**config.mk**
```make
export PLATFORM = sky130hd
export DESIGN_NAME = length_prefixed_frame_parser_top_flat
export DESIGN_NICKNAME = d
export VERILOG_FILES = /design/src/hdl/lpfp_pkg.sv /design/src/hdl/lpfp_in_if.sv /design/src/hdl/lpfp_out_if.sv /design/src/hdl/lpfp_cfg_if.sv /design/src/hdl/lpfp_core.sv /design/src/hdl/length_prefixed_frame_parser_top.sv /design/src/flat_wrapper.sv
export SDC_FILE = /design/constraint.sdc
export NUM_CORES = 1
export LEC_CHECK = 0
export BUFFER_PORTS_ARGS = -buffer_cell sky130_fd_sc_hd__buf_2
export CAP_MARGIN = 20
export CORE_ASPECT_RATIO = 1.75
export CORE_MARGIN = 1.5
export CORE_UTILIZATION = 55
export DETAILED_ROUTE_END_ITERATION = 10
export PLACE_DENSITY_LB_ADDON = 0.2
export SLEW_MARGIN = 20
export SYNTH_ARGS = -nofsm -noshare
export SYNTH_HDL_FRONTEND = slang
export SYNTH_HIERARCHICAL = 1
export SYNTH_SLANG_ARGS = --single-unit
```
**constraint.sdc**
```tcl
create_clock -name i_clk -period 15.2 [get_ports i_clk]
set_input_delay 0.76 -clock i_clk [delete_from_list [all_inputs] [get_ports i_clk]]
set_output_delay 0.76 -clock i_clk [all_outputs]
set_load 0.03 [all_outputs]
```
**src/hdl/lpfp_pkg.sv**
```systemverilog
package lpfp_pkg;

    localparam int LEN_W   = 25;
    localparam int SIZE_W  = 31;

    localparam logic [LEN_W-1:0] HEADER_BYTES  = 25'd9;
    localparam logic [LEN_W-1:0] TYPE_POS      = 25'd4;
    localparam logic [LEN_W-1:0] MAX_LEN_RESET = 25'd524288;

    localparam logic [7:0] TYPE_PLAIN  = 8'd0;
    localparam logic [7:0] TYPE_ZIPPED = 8'd1;

    localparam logic [1:0] KIND_DATA  = 2'd0;
    localparam logic [1:0] KIND_DROP  = 2'd1;
    localparam logic [1:0] KIND_ERROR = 2'd2;

    typedef struct packed {
        logic [1:0]        kind;
        logic [7:0]        data;
        logic              last;
        logic              compressed;
        logic [SIZE_W-1:0] declared_size;
    } t_result;

endpackage

```
**src/hdl/lpfp_in_if.sv**
```systemverilog
interface lpfp_in_if;
    logic       valid;
    logic       ready;
    logic [7:0] data_byte;

    modport source (output valid, output data_byte, input ready);
    modport sink   (input valid, input data_byte, output ready);
endinterface

```
**src/hdl/lpfp_out_if.sv**
```systemverilog
interface lpfp_out_if;
    logic        valid;
    logic        ready;
    logic [1:0]  kind;
    logic [7:0]  data;
    logic        last;
    logic        compressed;
    logic [30:0] declared_size;

    modport source (output valid, output kind, output data, output last,
                    output compressed, output declared_size, input ready);
    modport sink   (input valid, input kind, input data, input last,
                    input compressed, input declared_size, output ready);
endinterface

```
**src/hdl/lpfp_cfg_if.sv**
```systemverilog
interface lpfp_cfg_if;
    logic        valid;
    logic        ready;
    logic [24:0] max_frame_length;

    modport source (output valid, output max_frame_length, input ready);
    modport sink   (input valid, input max_frame_length, output ready);
endinterface

```
**src/hdl/lpfp_core.sv**
```systemverilog
module lpfp_core (
    input  logic                          i_clk,
    input  logic                          i_rst_n,
    input  logic                          i_step,
    input  logic [7:0]                    i_byte,
    input  logic [lpfp_pkg::LEN_W-1:0]    i_max_len,
    output logic                          o_res_valid,
    output lpfp_pkg::t_result             o_res
);

    localparam logic [1:0] PH_LENGTH = 2'd0;
    localparam logic [1:0] PH_HEADER = 2'd1;
    localparam logic [1:0] PH_BODY   = 2'd2;

    logic [1:0]                 r_phase, n_phase;
    logic [lpfp_pkg::LEN_W-1:0] r_idx, n_idx;
    logic [31:0]                r_len, n_len;
    logic [lpfp_pkg::LEN_W-1:0] r_total, n_total;
    logic [7:0]                 r_type, n_type;
    logic [31:0]                r_dest, n_dest;
    logic [lpfp_pkg::LEN_W-1:0] r_left, n_left;
    logic                       r_stuck, n_stuck;

    logic [32:0]                w_total_ext;
    logic [lpfp_pkg::LEN_W-1:0] w_avail;
    logic                       w_zipped;
    logic                       w_drop;
    logic                       w_done;

    always_comb begin
        n_phase = r_phase;
        n_idx   = r_idx;
        n_len   = r_len;
        n_total = r_total;
        n_type  = r_type;
        n_dest  = r_dest;
        n_left  = r_left;
        n_stuck = r_stuck;
        o_res_valid = 1'b0;
        o_res       = '0;
        w_total_ext = {1'b0, r_len} + 33'd4;
        w_avail     = r_total - lpfp_pkg::HEADER_BYTES;
        w_zipped    = (r_type == lpfp_pkg::TYPE_ZIPPED);
        w_drop      = 1'b0;
        w_done      = 1'b0;

        if (r_stuck) begin
            o_res_valid = 1'b1;
            o_res.kind  = lpfp_pkg::KIND_ERROR;
        end else begin
            n_idx = r_idx + 25'd1;
            case (r_phase)
                PH_LENGTH: begin
                    case (r_idx[1:0])
                        2'd0:    n_len[7:0]   = i_byte;
                        2'd1:    n_len[15:8]  = i_byte;
                        2'd2:    n_len[23:16] = i_byte;
                        default: n_len[31:24] = i_byte;
                    endcase
                    w_total_ext = {1'b0, n_len} + 33'd4;
                    if (r_idx[1:0] == 2'd3) begin
                        if (w_total_ext > {8'd0, i_max_len} ||
                            w_total_ext < {8'd0, lpfp_pkg::HEADER_BYTES}) begin
                            n_stuck     = 1'b1;
                            o_res_valid = 1'b1;
                            o_res.kind  = lpfp_pkg::KIND_ERROR;
                        end else begin
                            n_total = w_total_ext[lpfp_pkg::LEN_W-1:0];
                            n_phase = PH_HEADER;
                        end
                    end
                end
                PH_HEADER: begin
                    case (r_idx[3:0])
                        4'd4:    n_type        = i_byte;
                        4'd5:    n_dest[7:0]   = i_byte;
                        4'd6:    n_dest[15:8]  = i_byte;
                        4'd7:    n_dest[23:16] = i_byte;
                        default: n_dest[31:24] = i_byte;
                    endcase
                    if (n_idx == lpfp_pkg::HEADER_BYTES) begin
                        // Declared size is complete with this byte
                        if (n_dest == 32'd0 || n_dest[31]) begin
                            w_drop = 1'b1;
                        end else if (r_type == lpfp_pkg::TYPE_PLAIN) begin
                            n_left = (n_dest < {7'd0, w_avail}) ?
                                     n_dest[lpfp_pkg::LEN_W-1:0] : w_avail;
                        end else if (w_zipped && n_dest < {7'd0, i_max_len}) begin
                            n_left = w_avail;
                        end else begin
                            w_drop = 1'b1;
                        end
                        if (w_drop) begin
                            n_left                 = '0;
                            o_res_valid            = 1'b1;
                            o_res.kind             = lpfp_pkg::KIND_DROP;
                            o_res.compressed       = w_zipped;
                            o_res.declared_size    = n_dest[30:0];
                        end
                        if (n_idx >= r_total) begin
                            w_done = 1'b1;
                        end else begin
                            n_phase = PH_BODY;
                        end
                    end
                end
                PH_BODY: begin
                    if (r_left != '0) begin
                        n_left              = r_left - 25'd1;
                        o_res_valid         = 1'b1;
                        o_res.kind          = lpfp_pkg::KIND_DATA;
                        o_res.data          = i_byte;
                        o_res.last          = (r_left == 25'd1);
                        o_res.compressed    = w_zipped;
                        o_res.declared_size = r_dest[30:0];
                    end
                    if (n_idx >= r_total) begin
                        w_done = 1'b1;
                    end
                end
                default: begin
                    w_done = 1'b1;
                end
            endcase
            // Start the next frame
            if (w_done) begin
                n_phase = PH_LENGTH;
                n_idx   = '0;
                n_len   = '0;
                n_total = '0;
                n_type  = '0;
                n_dest  = '0;
                n_left  = '0;
            end
        end
    end

    always_ff @(posedge i_clk) begin
        if (!i_rst_n) begin
            r_phase <= PH_LENGTH;
            r_idx   <= '0;
            r_len   <= '0;
            r_total <= '0;
            r_type  <= '0;
            r_dest  <= '0;
            r_left  <= '0;
            r_stuck <= 1'b0;
        end else if (i_step) begin
            r_phase <= n_phase;
            r_idx   <= n_idx;
            r_len   <= n_len;
            r_total <= n_total;
            r_type  <= n_type;
            r_dest  <= n_dest;
            r_left  <= n_left;
            r_stuck <= n_stuck;
        end
    end

endmodule

```
**src/hdl/length_prefixed_frame_parser_top.sv**
```systemverilog
// Channel  Dir  Fields                                          Handshake
// i_in     in   data_byte[7:0]                                  valid/ready
// o_res    out  kind[1:0] data[7:0] last compressed             valid/ready
//               declared_size[30:0]
// i_cfg    in   max_frame_length[24:0]                          valid/ready
//
// One byte per cycle: every byte is parsed in the cycle it is accepted and
// its result, if any, lands in the output register on the same edge.
// i_in.ready is high while the output register is empty or being drained,
// so input stalls only while a result waits there and o_res is not ready.
// Synchronous active-low reset clears the parser, the sticky error and the
// output valid flag, and loads max_frame_length with 524288.
module length_prefixed_frame_parser_top (
    input  logic          i_clk,
    input  logic          i_rst_n,
    lpfp_in_if.sink       i_in,
    lpfp_out_if.source    o_res,
    lpfp_cfg_if.sink      i_cfg
);

    logic [lpfp_pkg::LEN_W-1:0] r_max_len;
    logic                       r_out_valid;
    lpfp_pkg::t_result          r_out;

    logic                       w_in_ready;
    logic                       w_accept;
    logic                       w_res_valid;
    lpfp_pkg::t_result          w_res;

    assign w_in_ready = !r_out_valid || o_res.ready;
    assign w_accept   = i_in.valid && w_in_ready;
    assign i_in.ready = w_in_ready;
    assign i_cfg.ready = 1'b1;

    lpfp_core u_core (
        .i_clk       (i_clk),
        .i_rst_n     (i_rst_n),
        .i_step      (w_accept),
        .i_byte      (i_in.data_byte),
        .i_max_len   (r_max_len),
        .o_res_valid (w_res_valid),
        .o_res       (w_res)
    );

    always_ff @(posedge i_clk) begin
        if (!i_rst_n) begin
            r_max_len <= lpfp_pkg::MAX_LEN_RESET;
        end else if (i_cfg.valid) begin
            r_max_len <= i_cfg.max_frame_length;
        end
    end

    // Advance the output register whenever it is free or being taken
    always_ff @(posedge i_clk) begin
        if (!i_rst_n) begin
            r_out_valid <= 1'b0;
        end else if (w_in_ready) begin
            r_out_valid <= w_accept && w_res_valid;
        end
    end

    always_ff @(posedge i_clk) begin
        if (w_accept && w_res_valid) begin
            r_out <= w_res;
        end
    end

    assign o_res.valid         = r_out_valid;
    assign o_res.kind          = r_out.kind;
    assign o_res.data          = r_out.data;
    assign o_res.last          = r_out.last;
    assign o_res.compressed    = r_out.compressed;
    assign o_res.declared_size = r_out.declared_size;

endmodule
```
**src/flat_wrapper.sv**
```systemverilog
// flat-port wrapper written by rule: the top's interface ports become plain ports
module length_prefixed_frame_parser_top_flat 
  (i_clk, i_rst_n, i_in_valid, i_in_data_byte, i_in_ready, o_res_valid, o_res_kind, o_res_data, o_res_last, o_res_compressed, o_res_declared_size, o_res_ready, i_cfg_valid, i_cfg_max_frame_length, i_cfg_ready);
  lpfp_in_if i_in_i ();
  lpfp_out_if o_res_i ();
  lpfp_cfg_if i_cfg_i ();
  input  logic i_clk;
  input  logic i_rst_n;
  input wire logic [$bits(i_in_i.valid)-1:0] i_in_valid;
  input wire logic [$bits(i_in_i.data_byte)-1:0] i_in_data_byte;
  output wire logic [$bits(i_in_i.ready)-1:0] i_in_ready;
  output wire logic [$bits(o_res_i.valid)-1:0] o_res_valid;
  output wire logic [$bits(o_res_i.kind)-1:0] o_res_kind;
  output wire logic [$bits(o_res_i.data)-1:0] o_res_data;
  output wire logic [$bits(o_res_i.last)-1:0] o_res_last;
  output wire logic [$bits(o_res_i.compressed)-1:0] o_res_compressed;
  output wire logic [$bits(o_res_i.declared_size)-1:0] o_res_declared_size;
  input wire logic [$bits(o_res_i.ready)-1:0] o_res_ready;
  input wire logic [$bits(i_cfg_i.valid)-1:0] i_cfg_valid;
  input wire logic [$bits(i_cfg_i.max_frame_length)-1:0] i_cfg_max_frame_length;
  output wire logic [$bits(i_cfg_i.ready)-1:0] i_cfg_ready;
  assign i_in_i.valid = i_in_valid;
  assign i_in_i.data_byte = i_in_data_byte;
  assign i_in_ready = i_in_i.ready;
  assign o_res_valid = o_res_i.valid;
  assign o_res_kind = o_res_i.kind;
  assign o_res_data = o_res_i.data;
  assign o_res_last = o_res_i.last;
  assign o_res_compressed = o_res_i.compressed;
  assign o_res_declared_size = o_res_i.declared_size;
  assign o_res_i.ready = o_res_ready;
  assign i_cfg_i.valid = i_cfg_valid;
  assign i_cfg_i.max_frame_length = i_cfg_max_frame_length;
  assign i_cfg_ready = i_cfg_i.ready;
  length_prefixed_frame_parser_top u_core (.i_clk(i_clk), .i_rst_n(i_rst_n), .i_in(i_in_i), .o_res(o_res_i), .i_cfg(i_cfg_i));
endmodule
```
# Word level (Yosys, flattened, before mapping)
# Index checks and enable logic that the tools add are counted.
[totals]
ff_bits = 219
latch_bits = 0
ram_bits = 0
romBits = 0
input_bits = 38
output_inout_bits = 46
wordCells = 154
mem_count = 0
[classes]
n_addsub = 4
multipliers = 0
div = 0
order_cmp = 5
n_eq_ne = 20
shifts = 0
mux = 79
n_bitwise = 3
n_reduce_logical = 28
[op_table]
columns = ["operator", "n"]
rows = [
  ["25-bit 2-to-1 mux", 13],
  ["32-bit 2-to-1 mux", 7],
  ["8-bit 2-to-1 mux", 27],
  ["32-bit by 25-bit less-than comparator with 1-bit output", 2],
  ["32-bit one-hot mux with 2 select lines", 1],
  ["25-bit one-hot mux with 2 select lines", 1],
  ["32-bit by 3-bit adder with 33-bit output (second input constant)", 1],
  ["33-bit by 25-bit greater-than comparator with 1-bit output", 1],
  ["33-bit by 4-bit less-than comparator with 1-bit output (second input constant)", 1],
  ["32-bit logical NOT", 1],
  ["25-bit by 1-bit adder with 25-bit output (second input constant)", 1],
  ["25-bit by 1-bit == test with 1-bit output (second input constant)", 1],
  ["25-bit by 4-bit == test with 1-bit output (second input constant)", 1],
  ["25-bit >= comparator", 1],
  ["25-bit nonzero test", 1],
  ["25-bit by 1-bit subtractor with 25-bit output (second input constant)", 1],
  ["25-bit by 4-bit subtractor with 25-bit output (second input constant)", 1],
  ["1-bit 2-to-1 mux", 19],
  ["4-bit by 3-bit == test with 1-bit output (second input constant)", 4],
  ["3-bit inequality test (second input constant)", 5],
  ["2-bit 2-to-1 mux", 7],
  ["7-bit AND reduction", 2],
  ["8-bit by 1-bit == test with 1-bit output (second input constant)", 1],
  ["8-bit logical NOT", 1],
  ["other kinds (21)", 38],
]

# Logic depth before layout (Yosys ltp)
[depth]
ltp_word = 18
depth_mapped = 24
depth_no_buf = 23

# Modules after synthesis
# The synthesis kept the hierarchy.
[by_module_without_submodules]
columns = ["module", "instances", "cells_each", "area_each_um2", "seq_area_each_um2"]
rows = [
  ["lpfp_core", 1, 1610, 12683.4, 3002.9],
  ["length_prefixed_frame_parser_top", 1, 131, 2316.0, 1811.7],
]

# Worst setup path after synthesis
# OpenSTA, ideal clock, no wires.
[synth_path]
kind = "register to register"
from = "register u_core/u_core/r_idx[0] (netlist name)"
to = "register u_core.r_out, in the netlist u_core/o_res.compressed, enable pin"
setup_ns = 0.449
arrival_time_ns = 6.137
t_required_ns = 14.751
setup_slack_ns = 8.614
stages_incl_launch_ff = 23
n_path_buf = 1
synth_period_minus_slack_ns = 6.586
path_cell_list = "dfxtp_1 -> inv_1 -> ha_1 -> buf_2 -> mux2_2 -> ha_1 -> nand4b_1 -> a22oi_2 -> nand2_1 -> a21o_1 -> xor2_1 -> ha_1 -> nand4_1 -> or4_1 -> o2111ai_1 -> a22oi_1 -> nand4_1 -> a31oi_1 -> nor2_1 -> nor2_1 -> a2bb2oi_1 -> nand2_1 -> nor2b_1"
[synth_between]
elab_chain_len = 18
word_cells_on_any_way = 57
cone_classes = "add/sub: 2; order compare: 3; eq/ne: 8; mux: 36; reduce/logical: 8"
[synth_rtl]
columns = ["element", "line_no", "rtl"]
rows = [
  ["start: declaration", "lpfp_core.sv:16", "logic [lpfp_pkg::LEN_W-1:0] r_idx, n_idx;"],
  ["start signal: assignment", "lpfp_core.sv:150", "r_idx <= n_idx;"],
  ["parallel branches: the longest is 15 deep, another holds 32-bit by 3-bit adder with 33-bit output", "n/a", ""],
  ["1-bit one-hot mux with 3 select lines *", "lpfp_core.sv:52", "case (r_phase)"],
  ["1-bit 2-to-1 mux *", "lpfp_core.sv:47", "if (r_stuck) begin"],
  ["named net u_core.w_res_valid", "length_prefixed_frame_parser_top.sv:27", "logic w_res_valid;"],
  ["1-bit logical AND *", "length_prefixed_frame_parser_top.sv:63", "if (w_accept && w_res_valid) begin"],
  ["end signal: assignment", "length_prefixed_frame_parser_top.sv:64", "r_out <= w_res;"],
  ["end: declaration", "length_prefixed_frame_parser_top.sv:23", "lpfp_pkg::t_result r_out;"],
]
# Mark *: on every way through the listed nets, which the timed path passes. The select of a mux whose other input is x is not followed.
# A chain may end at the register's enable or synchronous reset.

# Worst setup path after layout
[layout_path]
from = "register u_core/u_core/r_idx[0] (netlist name)"
to = "register u_core.r_out, in the netlist u_core/o_res.declared_size[8], enable pin"
# Same word-level chain as after synthesis.

==> metrics.txt <==
outcome=finished clean; Setup Skew=0.0240 ns; Die ar.=0.0283 mm²; initial antenna violation count=0; Num Clock Sinks=219; synth unique cells=91; max-cap violation count=0; vias in the first global route=13500; Ys Warns=6; # rows=79; VDD IR max=0.0889 mV; RSZ-0062 raised after global routing=false; H-tree depth=1; sw frac=30.9%; HP Start=u_core/u_core/r_type[6]; I/O pin count=84; share of post-route cells with drive strength above 1=12.0%; Post-Place Cells=2049; Startpoint Class=flip-flop; met3 wire length=3020 µm; CTS Buffer Depth=3; Min-Delay Path Class=flip-flop to flip-flop; Synth async-reset ratio=0%; P_sw=476 µW; core area=0.0267 mm²; Int Power=1060 µW; die height=221 µm; Post-CTS Setup Bufs=0; number of I/O port buffers=82; Hold Path Depth=2; number of synthesized flops with an enable pin=43; Layout Cells excl Fill=2091; part of the power in registers=40.4%; largest net degree at the start of global routing=69; sequential area share after synthesis=32.1%; ranking of synthesized cells by area=dfxtp_1 23%, ha_1 9.3%, edfxtp_1 8.6%; dominant cell type by area after synthesis=dfxtp_1; Final setup viols=0; Area Overhead vs Synth=8.32%; Leak=0.00658 µW; worst-margin pin slew=1.04 ns; Setup TNS=0 ns; first-pass GRT wire length=74600 µm; Worst path max stage delay=0.79 ns; Hold Buf Count CTS=0; GRT Util Overall=33.7%; Max FO, Critical Path=43; Nets=1901; fin crit period=6.63 ns; Syn Area/Cell=8.62 µm²; GPL Wtd Cong=1.02; Seq cells post-synth=219; crit path from=u_core/u_core/r_idx[0]; worst-path cell chain=inv_1 -> ha_1 -> mux2_2 -> ha_1 -> nand4_1 -> a22oi_2 -> nand2_1 -> a21o_1 -> xor2_1 -> ha_1 -> nand4_1 -> or4_1 -> o2111ai_1 -> a22oi_1 -> nand4_1 -> a31oi_1 -> nor2_1 -> nor2_1 -> a2bb2oi_1 -> nand2_1 -> nor2b_4 -> buf_4; final hold violation count=0; share of the synthesized area in the top cell type=23.5%; die width=128 µm; drt pass-1 iters=7; GRT overflow=0; Data required, critical path=15.35 ns; synthesized cell area=0.0150 mm²; clock root cell=clkbuf_16; Min-Delay Endpoint=u_core/u_core/r_type[6]; WHS=0.454 ns; wire length on met2=23600 µm; initial DRC count=1303; critical path endpoint category=flip-flop; Largest delay share family, worst path=simple AND/OR/NAND/NOR gates; slew margin rel.=30.7%; crit share post-route=43.6%; Wirelength per Cell=23.2 µm; Post-Synthesis Cells=1741; CTS tree=done; FF-to-FF End=u_core/o_res.declared_size[8]; diode count=0; # DRC=0; P per Cell Area=94.8 mW/mm²; remaining antenna violation count after routing=0; clock transition at the registers of the reported paths=0.07 ns; synth cell count leaders=176 x dfxtp_1, 123 x nand2_1, 117 x nand3_1; Initial Util=56.2%; vias per inst=6.66; reg2reg setup slack=8.57 ns; Post-Syn Nets=1891; Max Used Layer=met4; fin. max-slew vios=0; Met1 Wirelength=17700 µm; Combinational Power Share=20.8%; Post-Route WL=48600 µm; hpwl dp=35700 µm; via count=13900; CTS buffer count=23; crit path buf inv count=2; Gates resized, CTS repair=0; fill count=2388; R2R depth=22; RR Startpoint=u_core/u_core/r_idx[0]; Max Fclk=151 MHz; most common cell in the netlist=dfxtp_1; Synth Flop Type=dfxtp_1; Worst EP arrival=6.79 ns; classification of the worst setup path=flip-flop to flip-flop; Clk pwr share=38.8%; clk_lat worst skew=0.53 ns; slowest CP cell=ha_1
cell type report:
cell class | instances | area (µm²) | area share [%]
multi-input combinational | 1299 | 9250 | 56.9
sequential | 219 | 4810 | 29.6
timing repair buffer | 106 | 601 | 3.70
clock buffer | 24 | 579 | 3.57
tap | 324 | 405 | 2.50
inverter | 102 | 383 | 2.36
clock inverter | 17 | 216 | 1.33
metal layers:
layer / GRT usage [%] / vias up
met5: 0 / -
met4: 26.7 / 0
met3: 4.98 / 225
met2: 57.9 / 628
met1: 36.5 / 6587
li1: - / 6496
state kept, by name, indices dropped and copies added (netlist names):
| register | flops |
|---|---|
| u_core/u_core/r_phase | 2 |
| u_core/o_res.declared_size | 31 |
| u_core/u_core/r_dest | 32 |
| u_core/u_core/r_total | 25 |
| u_core/u_core/r_idx | 25 |
| u_core/o_res.kind | 2 |
| u_core/u_core/r_len | 32 |
| u_core/o_res.data | 8 |
| u_core/u_core/r_type | 8 |
| u_core/o_res.last | 1 |
| u_core/o_res.valid | 1 |
| u_core/u_core/r_left | 25 |
| u_core/u_core/r_stuck | 1 |
| u_core/o_res.compressed | 1 |
| u_core/r_max_len | 25 |
worst min-delay path: cells and delay by family, from the launching register on:
family             cells  cell delay, ns
AOI/OAI and AO/OA      1            0.05
and+or+nand+nor        1            0.05
DFF                    1            0.30
metrics by stage:
| step | worst slack [ns] | util, % | power (µW) | area [µm²] |
|---|---|---|---|---|
| 2_1_floorplan | 8.61 | - | 859 | 15000 |
| 3_3_place_gp | 8.99 | 57.8 | 939 | 15400 |
| 3_5_place_dp | 8.78 | 57.8 | 945 | 15400 |
| 4_1_cts | 8.72 | 60.8 | 1540 | 16200 |
| 5_1_grt | 8.15 | 60.9 | 1600 | 16200 |
| 6_report | 8.57 | 60.9 | 1540 | 16200 |
kinds of logic after synthesis:
logic type      count (synthesis)  share of synthesized area (%)
simple gates                  593                           21.0
flops                         219                           32.1
mux                            98                           6.72
xor+xnor                       71                           4.15
buf+inv                       223                           6.44
fa+ha+maj                     112                           9.34
compound gates                424                           20.3
other cells                     1                         0.0250
power groups by stage:
stage	Combinational, µW	Clock, µW	Sequential (µW)
floorplan	228	0	632
global placement	305	0	634
detailed placement	310	0	635
CTS	312	609	622
global route	346	631	624
finish	320	599	622
cells in the final DEF (no fill, tap or decap), types with 17 or more instances in the layout:
cell and count:
nand2_1 123, mux2_2 21, edfxtp_1 43, and2_1 17
nand3_1 117, clkbuf_16 23, buf_4 24, nand2b_1 17
a21o_1 21, buf_2 81, ha_1 112, inv_1 100
o22ai_1 26, mux2i_1 77, nor3_1 28, nor2_1 98
nand4_1 50, a21oi_1 71, xor2_1 22, o2bb2ai_1 29
dfxtp_1 176, xnor2_1 49, nor4_1 23, nor2b_1 36
a32o_1 29, o21ai_0 78, a22oi_1 35
worst max-delay path by stage:
stage	end	slack, ns	depth (start not counted)
final	u_core/o_res.declared_size[8]	8.57	22
after global routing	u_core/o_res.declared_size[11]	8.15	22
after CTS	u_core/o_res.declared_size[8]	8.72	22
after detailed placement	u_core/u_core/r_len[23]	8.78	18
after global placement	u_core/u_core/r_len[9]	8.99	18
after floorplan	u_core/o_res.compressed	8.61	22
Power figures use the tool's default switching activity.
